**src/rtl/eti_div_cell.sv**
```systemverilog
// one restoring step of the progress divider, registered
`timescale 1ns / 1ps
module eti_div_cell #(
  parameter int TW = 32,
  parameter int F = 16,
  parameter int VW = 32
) (
  input  logic              clk,
  input  logic              rst,
  input  logic              adv,
  input  logic              v_in,
  input  logic [TW-1:0]     r_in,
  input  logic [TW-1:0]     d_in,
  input  logic [F:0]        q_in,
  input  logic              done_in,
  input  logic [1:0]        kind_in,
  input  logic [VW-1:0]     a_in,
  input  logic [VW-1:0]     b_in,
  input  logic              whole_in,
  output logic              v_out,
  output logic [TW-1:0]     r_out,
  output logic [TW-1:0]     d_out,
  output logic [F:0]        q_out,
  output logic              done_out,
  output logic [1:0]        kind_out,
  output logic [VW-1:0]     a_out,
  output logic [VW-1:0]     b_out,
  output logic              whole_out
);
  logic [TW-1:0] gap;
  logic          ge;
  assign gap = d_in - r_in;
  assign ge  = (r_in >= gap);

  always_ff @(posedge clk) begin
    if (rst) begin
      v_out <= 1'b0;
    end else if (adv) begin
      v_out <= v_in;
    end
    if (adv) begin
      r_out     <= ge ? (r_in - gap) : (r_in + r_in);
      q_out     <= {q_in[F-1:0], ge};
      d_out     <= d_in;
      done_out  <= done_in;
      kind_out  <= kind_in;
      a_out     <= a_in;
      b_out     <= b_in;
      whole_out <= whole_in;
    end
  end
endmodule

```
**config.mk**
```make
export PLATFORM = sky130hd
export DESIGN_NAME = eti_div_cell
export DESIGN_NICKNAME = d
export VERILOG_FILES = /design/src/rtl/eti_div_cell.sv
export SDC_FILE = /design/constraint.sdc
export NUM_CORES = 1
export LEC_CHECK = 0
export ABC_AREA = 1
export BUFFER_PORTS_ARGS = -buffer_cell sky130_fd_sc_hd__buf_2
export CELL_PAD_IN_SITES_DETAIL_PLACEMENT = 1
export CELL_PAD_IN_SITES_GLOBAL_PLACEMENT = 1
export CORE_ASPECT_RATIO = 1.75
export CORE_MARGIN = 2
export CORE_UTILIZATION = 41
export DETAILED_ROUTE_END_ITERATION = 10
export HOLD_SLACK_MARGIN = 0.02
export PLACE_DENSITY_LB_ADDON = 0.1
export SLEW_MARGIN = 20
export SYNTH_ARGS = -nofsm -noshare
export SYNTH_HDL_FRONTEND = slang
export SYNTH_SLANG_ARGS = --single-unit
```
**constraint.sdc**
```tcl
create_clock -name clk -period 4.6 [get_ports clk]
set_input_delay 0.23 -clock clk [delete_from_list [all_inputs] [get_ports clk]]
set_output_delay 0.23 -clock clk [all_outputs]
set_load 0.005 [all_outputs]
```
* Word level (Yosys, flattened, before mapping)
Index checks and enable logic that the tools add are counted.
W data, S select, Z words.
** Operators by class
- $add $sub $neg :: 3
- $lt $le $gt $ge :: 1
- Mux-type cells :: 1
** Operator list (count)
- $sub A32 B32 Y32 :: 2
- $add A32 B32 Y32 :: 1
- $ge A32 B32 Y1 :: 1
- $mux W32 :: 1
** Storage, ports and cells
- Register bits after elaboration :: 150
- Output and inout bits :: 150
- Logic and storage cells :: 14

* Logic depth before layout (Yosys ltp)
- Word-level depth :: 3
- Gate-level depth with buffers :: 26
- Gate-level depth less buffers :: 26

* Worst setup path after synthesis
OpenSTA, ideal clock, no wires.
- Path type :: input -> register
- Start :: in d_in[0]
- End :: reg r_out[27], data pin
- Library setup time :: 0.253 ns
- Arrival time :: 2.896 ns
- Setup slack :: 1.451 ns
- Stages on the path :: 25
- Buffers on the path :: 1
- Cell sequence :: inv_1 > ha_1 > inv_1 > fa_1 > nand2_1 > nand2_1 > nand2_1 > o21ai_0 > nand3_1 > nand2_1 > nand2_1 > nand3b_1 > nand2_1 > ha_1 > nand2_1 > inv_1 > nand2_1 > nand2_1 > inv_1 > nand2_1 > a21oi_2 > nand3_4 > buf_6 > nand3_1 > nand2_1
** Between the ends
- Word-level cells in the longest chain between the ends :: 3
- Elaborated cells on any way between the ends :: 4
- Those cells by class :: add/sub: 2; order compare: 1; mux: 1
** Ends and longest elaborated chain
- start, declared :: RTL line 13 : input logic [TW-1:0] d_in,
- $sub A32 B32 Y32 * :: RTL line 32 : assign gap = d_in - r_in;
- $sub A32 B32 Y32 or $ge A32 B32 Y1 (tied branches) :: RTL line 42, 33
- $mux W32 * :: RTL line 42 : r_out <= ge ? (r_in - gap) : (r_in + r_in);
- end signal, assigned :: RTL line 42
- end, declared :: RTL line 21 : output logic [TW-1:0] r_out,
Every way passes the cells marked *; elsewhere a longest branch is shown, timed or not.
A chain may end at the register's enable or synchronous reset.

* Worst setup path in the final report
- Start :: in d_in[6]
- End :: reg r_out[5], data pin
** Between the ends
- Word-level cells in the longest chain between the ends :: 3
** Ends and longest elaborated chain
- $sub A32 B32 Y32 :: RTL line 32
- $ge A32 B32 Y1 :: RTL line 33 : assign ge = (r_in >= gap);
- $mux W32 :: RTL line 42
Every way passes these cells.

==> run_results.csv <==
group,metric,value,unit
power,intPower,0.00328,W
cts,clock_sinks,150,
floorplanning,coreArea,22700,um2
sta,rsz0062_at_grt,"false",
critical_path,startpoint_type,"input pin",
critical_path,crit_type,"in -> reg",
synthesis,synth_cells,1151,
floorplanning,die_area,24500,um2
routing,drcViolationCount,0,
sta,setup_tns,0,ns
floorplanning,start_util,0.418,
sta,drv_slew,0,
synthesis,ys_seq_area_frac,0.473,
synthesis,ys_warn_count,0,
power,swShare,0.381,
cts,clk_pin_slew,0.07,ns
sta,hold_violations,0,
synthesis,yosys_most_used_dff,"edfxtp_1",
placement,gp_congestion,0.938,
critical_path,r2r_start,"v_out$_SDFFE_PP0P_",
sta,whs,0.112,ns
hold_path,hold_path.class,"in -> reg",
synthesis,synth_area,9510,um2
floorplanning,core.rowCount,73,
power,clock_power_share,0.311,
sta,period_needed,4.44,ns
synthesis,synth-async-reset-ratio,0,
hold_path,min_from,"v_in",
routing,ant_nets,0,
routing,vias_per_cell,5.42,
routing,drt_iter0_markers,728,
global_routing,track_usage,0.359,
floorplanning,die_h,205,um
critical_path,startpoint,"d_in[6]",
global_routing,antenna_found_initial,5,
critical_path,cpMostUsedCell,"nand2_1",
critical_path,cp.required,4.89,ns
routing,wl,46800,um
critical_path,cp_slowest_stage_delay,0.57,ns
synthesis,yosys.area.top_type_share,0.471,
floorplanning,die_w,119,um
synthesis,synth_top_cell_by_area,"edfxtp_1",
critical_path,critPathMaxFanout,39,
global_routing,grt_max_degree,56,
cts,cts-root-buf,"clkbuf_16",
sta,clock_skew,0,ns
run_status,outcome,"finished clean",
cts,cts_buffer_depth,2,
critical_path,crit_chain,"dlygate4sd3_1, buf_2, ha_1, a21oi_1, o21ai_0, a21oi_1, nand2_1, nand3_1, nand2_1, nand2_1, nand2_1, ha_1, nand2_1, nor2_2, nand2_2, nor2_4, nand2_2, nand3_4, buf_12, nand2_1, o21ai_1",
critical_path,worst_path_max_delay_cell,"dlygate4sd3_1",
layout,syn2layout_area_growth,39.3,%
routing,post_drt_wl_per_cell,24.5,um
power,combPwrFrac,0.353,
sta,worstMarginPinSlew,0.714,ns
sta,setup_viol,0,
sta,fin_crit_sh,0.965,
global_routing,grt_overflow,0,
routing,vias,10300,
power,peakVddDrop,216,uV
synthesis,synth_cell_types,36,
synthesis,synth_most_common_cell,"nand2_1",
power,p_switching,0.00202,W
synthesis,avgSynthCellArea,8.26,um2
floorplanning,top_level_ports,303,
placement,portBuffers,301,
sta,relSlewSlack,0.524,
synthesis,synth_seq_cells,150,
cts,cts_tree,"yes",
power,pwr-share-seq,0.336,
critical_path,cp.arrival,4.73,ns
cts,insertion_delay,0.46,ns
cts,h-tree-depth,4,
job,max_cap_violations,0,
critical_path,critPathCaptureType,"register",
global_routing,grt_pass1_wl,64300,um
layout,fin_nets,1807,
sta,fmax,225,MHz
synthesis,synth_edf_count,149,
placement,dp_hpwl,30400,um
routing,firstDrtPassIters,5,
synthesis,netlist_top_cells_area,"edfxtp_1 (47%), nand2_1 (15%), ha_1 (8.3%)",
synthesis,syn_nets,1369,
synthesis,yosys-top-cells-count,"nand2_1 (383), inv_1 (188), edfxtp_1 (149)",
power,power,0.00530,W
global_routing,grt_pass1_vias,10700,
layout,drive_gt1_frac,0.223,
power,leakage,6.60,nW
power,power_density,400,nW/um2
cts,numCtsBuffers,17,
power by group through the flow:
stage	clock [W]	sequential, W	combinational (W)
floorplan	0	0.00179	0.000983
global placement	0	0.00177	0.00164
detailed placement	0	0.00178	0.00169
CTS	0.00157	0.00176	0.00178
global route	0.00169	0.00178	0.00203
finish	0.00165	0.00178	0.00187
final cells by class:
| type | count | area (um2) |
|---|---|---|
| Clock inverter | 15 | 216 |
| Multi-Input combinational cell | 804 | 4250 |
| Fill cell | 2802 | 9500 |
| Clock buffer | 17 | 425 |
| Tap cell | 300 | 375 |
| Timing Repair Buffer | 427 | 2760 |
| Sequential cell | 150 | 4490 |
| Inverter | 189 | 709 |
| Antenna cell | 6 | 15.0 |
worst max-delay path, delay by kind of cell:
family	cells	cell delay (ns)
buffers and inverters	3	0.95
and+or+nand+nor	12	1.66
AOI/OAI and AO/OA	4	1.03
adders and majority gates	2	0.80
metal layers:
layer  share of wire  GRT usage  up-vias
met4           0.082      0.269        2
met2            0.51      0.669      620
li1                -          -     4658
met3           0.071     0.0654      205
met1            0.34      0.346     4847
met5         0.00028          0        -
worst paths after layout:
| kind | cells after the start | to | slack (ns) |
|---|---|---|---|
| setup / recovery | 21 | r_out[5]$_DFFE_PP_ | 0.16 |
| setup reg to reg | 2 | v_out$_SDFFE_PP0P_ | 3.92 |
| hold reg to reg | 2 | v_out$_SDFFE_PP0P_ | 0.62 |
| hold / removal | 3 | v_out$_SDFFE_PP0P_ | 0.11 |
registers in the layout (all words and copies together), names as in the netlist:
signal	flops
whole_out	1
q_out	17
r_out	32
a_out	32
done_out	1
kind_out	2
d_out	32
v_out	1
b_out	32
timing repair:
| action | CTS | global route |
|---|---|---|
| hold endpoints to repair | 117 | 0 |
| resized for setup | 0 | 3 |
| setup buffers | 0 | 2 |
| endpoints found under the setup margin | 0 | 32 |
| hold buffers | 117 | 0 |
kinds of logic after synthesis:
logic type / synth area share
AND/OR/NAND/NOR: 0.263
buffers and inverters: 0.0816
flip-flops: 0.473
AO/OA/AOI/OAI: 0.0614
adder cells (fa/ha/maj): 0.0871
XOR/XNOR: 0.0332
multiplexers: 0.00105
cell usage in the layout (no fill, tap or decap), types with 9 or more instances in the layout:
| master | netlist | final |
|---|---|---|
| xor2_1 | 20 | 20 |
| nor2_1 | 82 | 82 |
| dlygate4sd3_1 | 0 | 117 |
| buf_2 | 2 | 300 |
| o21ai_1 | 19 | 19 |
| nor3_1 | 10 | 10 |
| inv_1 | 188 | 188 |
| a21oi_1 | 56 | 56 |
| nand2_1 | 383 | 382 |
| edfxtp_1 | 149 | 149 |
| o21ai_0 | 22 | 21 |
| nand3b_1 | 9 | 9 |
| nand4_1 | 26 | 26 |
| nand3_1 | 59 | 59 |
| ha_1 | 63 | 63 |
| xnor2_1 | 16 | 16 |
| clkbuf_16 | 0 | 17 |
through the flow:
| stage | std cells | area [um2] | util | setup WS [ns] |
|---|---|---|---|---|
| 6_report | 1908 | 13200 | 0.582 | 0.160 |
| 3_3_place_gp | 1751 | 11400 | 0.501 | 0.593 |
| 2_1_floorplan | 1151 | 9510 | - | 1.45 |
| 5_1_grt | 1907 | 13200 | 0.582 | 0.000431 |
| 4_1_cts | 1900 | 13200 | 0.581 | 0.416 |
| 3_5_place_dp | 1751 | 11400 | 0.501 | 0.495 |
No activity file was read; power rests on OpenSTA's default activity.
