## src/rtl/eti_pkg.sv

```systemverilog
// shared constants and types for the eased transition interpolator
`timescale 1ns / 1ps
package eti_pkg;
  localparam int ValueWidthDef = 32;
  localparam int TimeWidthDef = 32;
  localparam int FracBitsDef = 16;
  localparam int ValueFracBits = 16;

  typedef enum logic [1:0] {
    EASE_LINEAR = 2'd0,
    EASE_IN     = 2'd1,
    EASE_DECEL  = 2'd2,
    EASE_SMOOTH = 2'd3
  } ease_kind_t;
endpackage

```

## src/rtl/eti_back.sv

```systemverilog
// easing, interpolation and whole-number rounding, four register stages
`timescale 1ns / 1ps
module eti_back #(
  parameter int F = 16,
  parameter int VW = 32
) (
  input  logic          clk,
  input  logic          rst,
  input  logic          adv,
  input  logic          v_in,
  input  logic [F:0]    q_in,
  input  logic          done_in,
  input  logic [1:0]    kind_in,
  input  logic [VW-1:0] a_in,
  input  logic [VW-1:0] b_in,
  input  logic          whole_in,
  output logic          v_out,
  output logic [VW-1:0] val_out,
  output logic          done_out
);
  localparam logic [F:0] ONE = {1'b1, {F{1'b0}}};
  localparam logic [F:0] HALF = {2'b01, {(F-1){1'b0}}};
  localparam int VF = eti_pkg::ValueFracBits;

  // stage 1: progress, square operand
  logic          v1, done1, whole1, sel1;
  logic [1:0]    kind1;
  logic [F:0]    p1;
  logic [VW-1:0] a1, b1;
  logic [F:0]    p;
  assign p = done_in ? ONE : q_in;

  // stage 2: eased progress and magnitude
  logic          v2, done2, whole2, up2;
  logic [F:0]    e2;
  logic [VW-1:0] a2;
  logic [VW:0]   mag2;

  // stage 3: product
  logic          v3, done3, whole3, up3;
  logic [VW-1:0] a3;
  logic [VW+F:0] prod3;

  logic [F:0]      x;
  logic [2*F+1:0]  sq;
  logic [F:0]      e;
  logic [VW:0]     sa, sb;
  logic [VW-1:0]   step, v, vw;
  logic [VW:0]     ssa, ssb;

  assign x = sel1 ? p1 : (ONE - p1);
  assign sq = x * x;
  always_comb begin
    unique case (eti_pkg::ease_kind_t'(kind1))
      eti_pkg::EASE_IN:     e = sq[2*F:F];
      eti_pkg::EASE_DECEL:  e = ONE - sq[2*F:F];
      eti_pkg::EASE_SMOOTH: e = (p1 < HALF) ? sq[2*F-1:F-1] : (ONE - sq[2*F-1:F-1]);
      default: e = p1;
    endcase
  end
  assign ssa = {a1[VW-1], a1};
  assign ssb = {b1[VW-1], b1};
  assign sa = ssa;
  assign sb = ssb;

  assign step = prod3[VW+F-1:F];
  assign v = up3 ? (a3 + step) : (a3 - step);
  always_comb begin
    if (v[VW-1] && (v[VF-1:0] != '0)) begin
      vw = {v[VW-1:VF], {VF{1'b0}}} + {{(VW-VF-1){1'b0}}, 1'b1, {VF{1'b0}}};
    end else begin
      vw = {v[VW-1:VF], {VF{1'b0}}};
    end
  end

  always_ff @(posedge clk) begin
    if (rst) begin
      v1 <= 1'b0; v2 <= 1'b0; v3 <= 1'b0; v_out <= 1'b0;
    end else if (adv) begin
      v1 <= v_in; v2 <= v1; v3 <= v2; v_out <= v3;
    end
    if (adv) begin
      p1 <= p; done1 <= done_in; whole1 <= whole_in; kind1 <= kind_in;
      a1 <= a_in; b1 <= b_in;
      sel1 <= (kind_in == eti_pkg::EASE_IN) ||
              ((kind_in == eti_pkg::EASE_SMOOTH) && (p < HALF));
      e2 <= e; done2 <= done1; whole2 <= whole1; a2 <= a1;
      up2 <= ($signed(sb) >= $signed(sa));
      mag2 <= ($signed(sb) >= $signed(sa)) ? (sb - sa) : (sa - sb);
      prod3 <= (VW+F+1)'(mag2 * e2);
      up3 <= up2; a3 <= a2; done3 <= done2; whole3 <= whole2;
      val_out <= whole3 ? vw : v;
      done_out <= done3;
    end
  end
endmodule

```

## config.mk

```make
export PLATFORM = sky130hd
export DESIGN_NAME = eti_back
export DESIGN_NICKNAME = d
export VERILOG_FILES = /design/src/rtl/eti_pkg.sv /design/src/rtl/eti_back.sv
export SDC_FILE = /design/constraint.sdc
export NUM_CORES = 2
export LEC_CHECK = 0
export BUFFER_PORTS_ARGS = -buffer_cell sky130_fd_sc_hd__buf_2
export CAP_MARGIN = 10
export CORE_ASPECT_RATIO = 1.5
export CORE_UTILIZATION = 60
export DETAILED_ROUTE_END_ITERATION = 6
export GPL_TIMING_DRIVEN = 0
export PLACE_DENSITY = 0.87
export SLEW_MARGIN = 25
export SYNTH_ARGS = -nofsm -noshare
export SYNTH_HDL_FRONTEND = slang
export SYNTH_SLANG_ARGS = --single-unit
export TNS_END_PERCENT = 20
```

## constraint.sdc

```tcl
create_clock -name clk -period 9.82 [get_ports clk]
set_input_delay 2.455 -clock clk [delete_from_list [all_inputs] [get_ports clk]]
set_output_delay 2.455 -clock clk [all_outputs]
set_load 0.005 [all_outputs]
```

# == Word-level counts from Yosys, hierarchy flattened ==
# Index checks and enable logic that the tools add are counted.
# word_totals
reg_bits,291
inputBits,89
output_inout_bits,34
wordCells,54
# op_classes
add_sub_neg,8
n_mul,2
magnitude_cmp,3
n_eq_ne,5
mux,8
n_reduce_logical,4
# ops
op,n
$mux W32,3
$sub A32 B32 Y33,2
$mux W17,3
$pmux W17 S3,1
$sub A17 B17 Y17 const A,3
$mul A33 B17 Y48,1
$lt A17 B16 Y1 const B,2
$mul A17 B17 Y33,1
$mux W33,1
$add A32 B17 Y32 const B,1
$add A32 B32 Y32,1
$ge A32 B32 Y1,1
$sub A32 B32 Y32,1
$reduce_bool A16 Y1,1
$eq A2 B2 Y1 const B,3
$eq A2 B1 Y1 const B,2
$logic_and A1 B1 Y1,2
$logic_or A1 B1 Y1,1

# == Depth between registers and ports, before layout ==
# depth
ltp_word,6
ltp_mapped,36

# == Worst setup path after synthesis ==
# OpenSTA, ideal clock, no wires.
# synth_timing
path_type,register to register
startpoint,register p1[0]
endpoint,register e2[13] (data pin)
arrival_ns,8.519
required_time_ns,9.548
setup_slack_ns,1.029
path_stages_with_launch,32
path_buffers,3
period_less_slack_ns,8.791
path_cell_list,edfxtp_1 buf_2 inv_1 clkbuf_1 ha_1 and2_1 and2_1 nor2_1 xnor2_1 clkinv_1 nand2_1 fa_1 fa_1 fa_1 inv_1 fa_1 fa_1 fa_1 ha_1 o21ai_0 a21oi_1 or4b_4 nand3b_4 a31oi_1 xor2_1 ha_1 clkbuf_1 and2_1 and3_1 a21oi_1 xor2_1 mux4_2
# synth_between
elab_chain_len,6
elab_cells_between_ends,8
cone_classes,3 x add/sub; 1 x mul; 1 x order compare; 3 x mux
# synth_rtl
element,line,text
"start, declared",eti_back.sv:28,logic [F:0] p1;
"start signal, assigned",eti_back.sv:83,p1 <= p; done1 <= done_in; whole1 <= whole_in; kind1 <= kind_in;
$sub A17 B17 Y17,eti_back.sv:51,assign x = sel1 ? p1 : (ONE - p1);
$mux W17,eti_back.sv:51,
$mul A17 B17 Y33,eti_back.sv:52,assign sq = x * x;
$sub A17 B17 Y17,eti_back.sv:57,eti_pkg::EASE_SMOOTH: e = (p1 < HALF) ? sq[2*F-1:F-1] : (ONE - sq[2*F-1:F-1]);
$mux W17,eti_back.sv:57,
$pmux W17 S3 *,eti_back.sv:54,unique case (eti_pkg::ease_kind_t'(kind1))
via e[13],eti_back.sv:46,logic [F:0] e;
"end signal, assigned",eti_back.sv:87,e2 <= e; done2 <= done1; whole2 <= whole1; a2 <= a1;
"end, declared",eti_back.sv:35,logic [F:0] e2;
# Mark *: on every way through the listed nets, which the timed path passes. The rest lies on a longest branch.
# A chain may end at the register's enable or synchronous reset.

# == Worst setup path in the final report ==
# layout_timing
startpoint,register p1[4]
endpoint,register e2[12] (data pin)
# Same word-level chain as after synthesis.

==> flow_metrics.tcl <==
set metrics [dict create \
    status "finished with violations" \
    failed_checks "design-rule violations" \
    ys_seq_elements 275 \
    cts_buffers 28 \
    die_area_um2 67700 \
    routed_wl_um 113000 \
    core_area_um2 65800 \
    slew_viol_final 0 \
    hpwl_um 91100 \
    io_buffers 122 \
    maxSlewHeadroom_pct 26.6 \
    root_buffer "clkbuf_16" \
    fmax_mhz 104 \
    grt_setup_unrepaired "no" \
    syn_nets 5214 \
    async_flop_share_pct 0 \
    fp-row-count 115 \
    finClkSkew_ns 0.0295 \
    via_count 30600 \
    globalRoute.totalOverflow 0 \
    drtIter0Drc 2259 \
    cts_buffer_depth 3 \
    pre_cts_ws_ns -1.15 \
    period_minus_slack_ns 9.58 \
    setup_viol 0 \
    hold_depth 0 \
    post-route-drc-count 2 \
    finalHoldViolCount 0 \
    max_cap_viol_count 0 \
    area_growth_pct 7.70 \
    initial_core_util_pct 60.8 \
    synthCells 4159 \
    worstPathArrival_ns 9.99 \
    tightest_slew_ns 1.10 \
    clk_pin_slew_worst_paths_ns 0.07 \
    gp_congestion 1.00 \
    ctsHoldBuffers 0 \
    fp.dieW_um 213 \
    critPathLaunchType "flop" \
    cts_tree "built" \
    die_y_um 318 \
    synth_edf_count 271 \
    period_share_pct 97.5 \
    grt_antenna_before_repair 4 \
    grt_pass1_vias 33200 \
    drt-pass1-iter-count 7 \
    grt_max_degree 102 \
    final_nets 5377 \
    tns_ns 0 \
    placedCellCount 5162 \
    viasPerCell 5.87 \
    synth_ff_type "edfxtp_1" \
    fin_ws_ns 0.244 \
    routedWlPerCell_um 21.5 \
    ioPinCount 123 \
    synth_cell_types 97 \
    ctsHtreeMaxLevel 1 \
    clock_sinks 275 \
    synth-seq-area-share_pct 20.6 \
    yosysWarnings 0 \
    drive_above_1_share_pct 6.31 \
    avgSynthCellArea_um2 9.61 \
    instances_no_fill 5222 \
    grt_usage_pct 34.6 \
    crit_type "reg -> reg" \
    r2r_cells 25 \
    syn_area_um2 40000 \
    hold_class "reg -> reg" \
    critPathRequiredTime_ns 10.23 \
    end_kind "flop" \
    cp_max_fo 10 \
    grt_pass1_wl_um 176000 \
    clk_latency_ns 0.61 \
    ant_nets 0 \
]
[layout make-up]
class                      count  area, um^2
antenna                        2        5.00
clock inverter                21         216
clock buffer                  30         708
fill                        5137       22700
buffer                       164         653
tap                          877        1100
inverter                     854        3220
timing repair buffer         136         802
multi-input combinational   2863       28100
sequential                   275        8220
[cell usage after synthesis (22+ instances only)]
cell,n,area (um^2)
inv_1,844,3170
fa_1,652,13100
nand2_1,573,2150
ha_1,314,3930
edfxtp_1,271,8140
nor2_1,182,683
a21oi_1,178,891
and2_1,159,995
clkbuf_1,158,593
xnor2_1,115,1010
xor2_1,86,753
o21ai_0,84,420
a21o_1,73,548
nor2b_1,44,275
nor3_1,42,210
a31oi_1,30,188
nand3_1,25,125
and3_1,23,144
o21bai_1,22,165
[state kept, by name, summed over array words and instances (netlist names), 2 cells and up]
| signal | cells |
|---|---|
| kind1 | 2 |
| val_out | 32 |
| p1 | 17 |
| a2 | 32 |
| mag2 | 33 |
| e2 | 17 |
| a1 | 32 |
| prod3 | 32 |
| b1 | 32 |
| a3 | 32 |
[path summary, 6_finish.rpt]
kind         startpoint     end  slack (ns)
min reg2reg      a2[13]  a3[13]        0.41
min              a2[13]  a3[13]        0.41
max reg2reg       p1[4]  e2[12]        0.24
max               p1[4]  e2[12]        0.24
[layout by cell type (no fill, tap or decap), types with 28 or more instances in the layout]
| master | count |
|---|---|
| and2_1 | 159 |
| o21ai_0 | 83 |
| ha_1 | 314 |
| fa_1 | 652 |
| a31oi_1 | 29 |
| xnor2_1 | 105 |
| nand2_1 | 573 |
| edfxtp_1 | 271 |
| buf_2 | 125 |
| a21oi_1 | 177 |
| nor2b_1 | 44 |
| nor2_1 | 181 |
| xor2_1 | 82 |
| clkbuf_16 | 28 |
| a21o_1 | 73 |
| clkbuf_1 | 152 |
| inv_1 | 843 |
| nor3_1 | 41 |
[repair_timing]
action / in CTS / in global routing
resized for setup: 19 / 15
pin swaps: 3 / 2
endpoints found under the setup margin: 16 / 11
setup buffers: 7 / 3
[through the flow]
| stage | utilization [%] | hold slack [ns] | area [um^2] |
|---|---|---|---|
| 2_1_floorplan | - | 0.400 | 40000 |
| 3_3_place_gp | 63.4 | 0.401 | 41700 |
| 3_5_place_dp | 63.7 | 0.405 | 41900 |
| 4_1_cts | 65.3 | 0.417 | 42900 |
| 5_1_grt | 65.5 | 0.423 | 43100 |
| 6_report | 65.5 | 0.414 | 43100 |
[per-layer routing]
metal  global-route usage, %  part of all wire [%]
met1                    35.6                    32
met2                    59.4                    50
met3                    6.57                   7.5
met4                    30.5                    11
met5                       0                 0.024
[cells by family after synthesis]
| logic type | count (synthesis) | synth area share, % |
|---|---|---|
| and+or+nand+nor | 1149 | 13.4 |
| xor gates and xnor gates | 203 | 4.48 |
| DFF | 275 | 20.6 |
| buffers and inverters | 1021 | 9.66 |
| adders and majority gates | 966 | 42.5 |
| muxes | 34 | 1.24 |
| AOI/OAI and AO/OA | 511 | 8.17 |
[worst max-delay path: stages (launching register included)]
cell and delay (ns):
edfxtp_1 0.51, nor4_1 0.37, and3_1 0.33, a21oi_1 0.14
xor2_2 0.72, clkinv_2 0.48, nor2_1 0.39, fa_1 0.45
inv_1 0.08, fa_1 0.44, fa_1 0.51, inv_1 0.06
fa_1 0.56, fa_1 0.43, fa_1 0.44, ha_1 0.41
a21oi_1 0.27, o21ai_0 0.27, a32o_1 0.32, a211oi_2 0.35
xnor2_1 0.25, nor3_2 0.42, nand3_1 0.31, o31a_1 0.35
o31a_1 0.27, a21oi_1 0.23
Power is not shown: default switching activity piles up to over one toggle a cycle in this logic, so the estimate is an artifact.
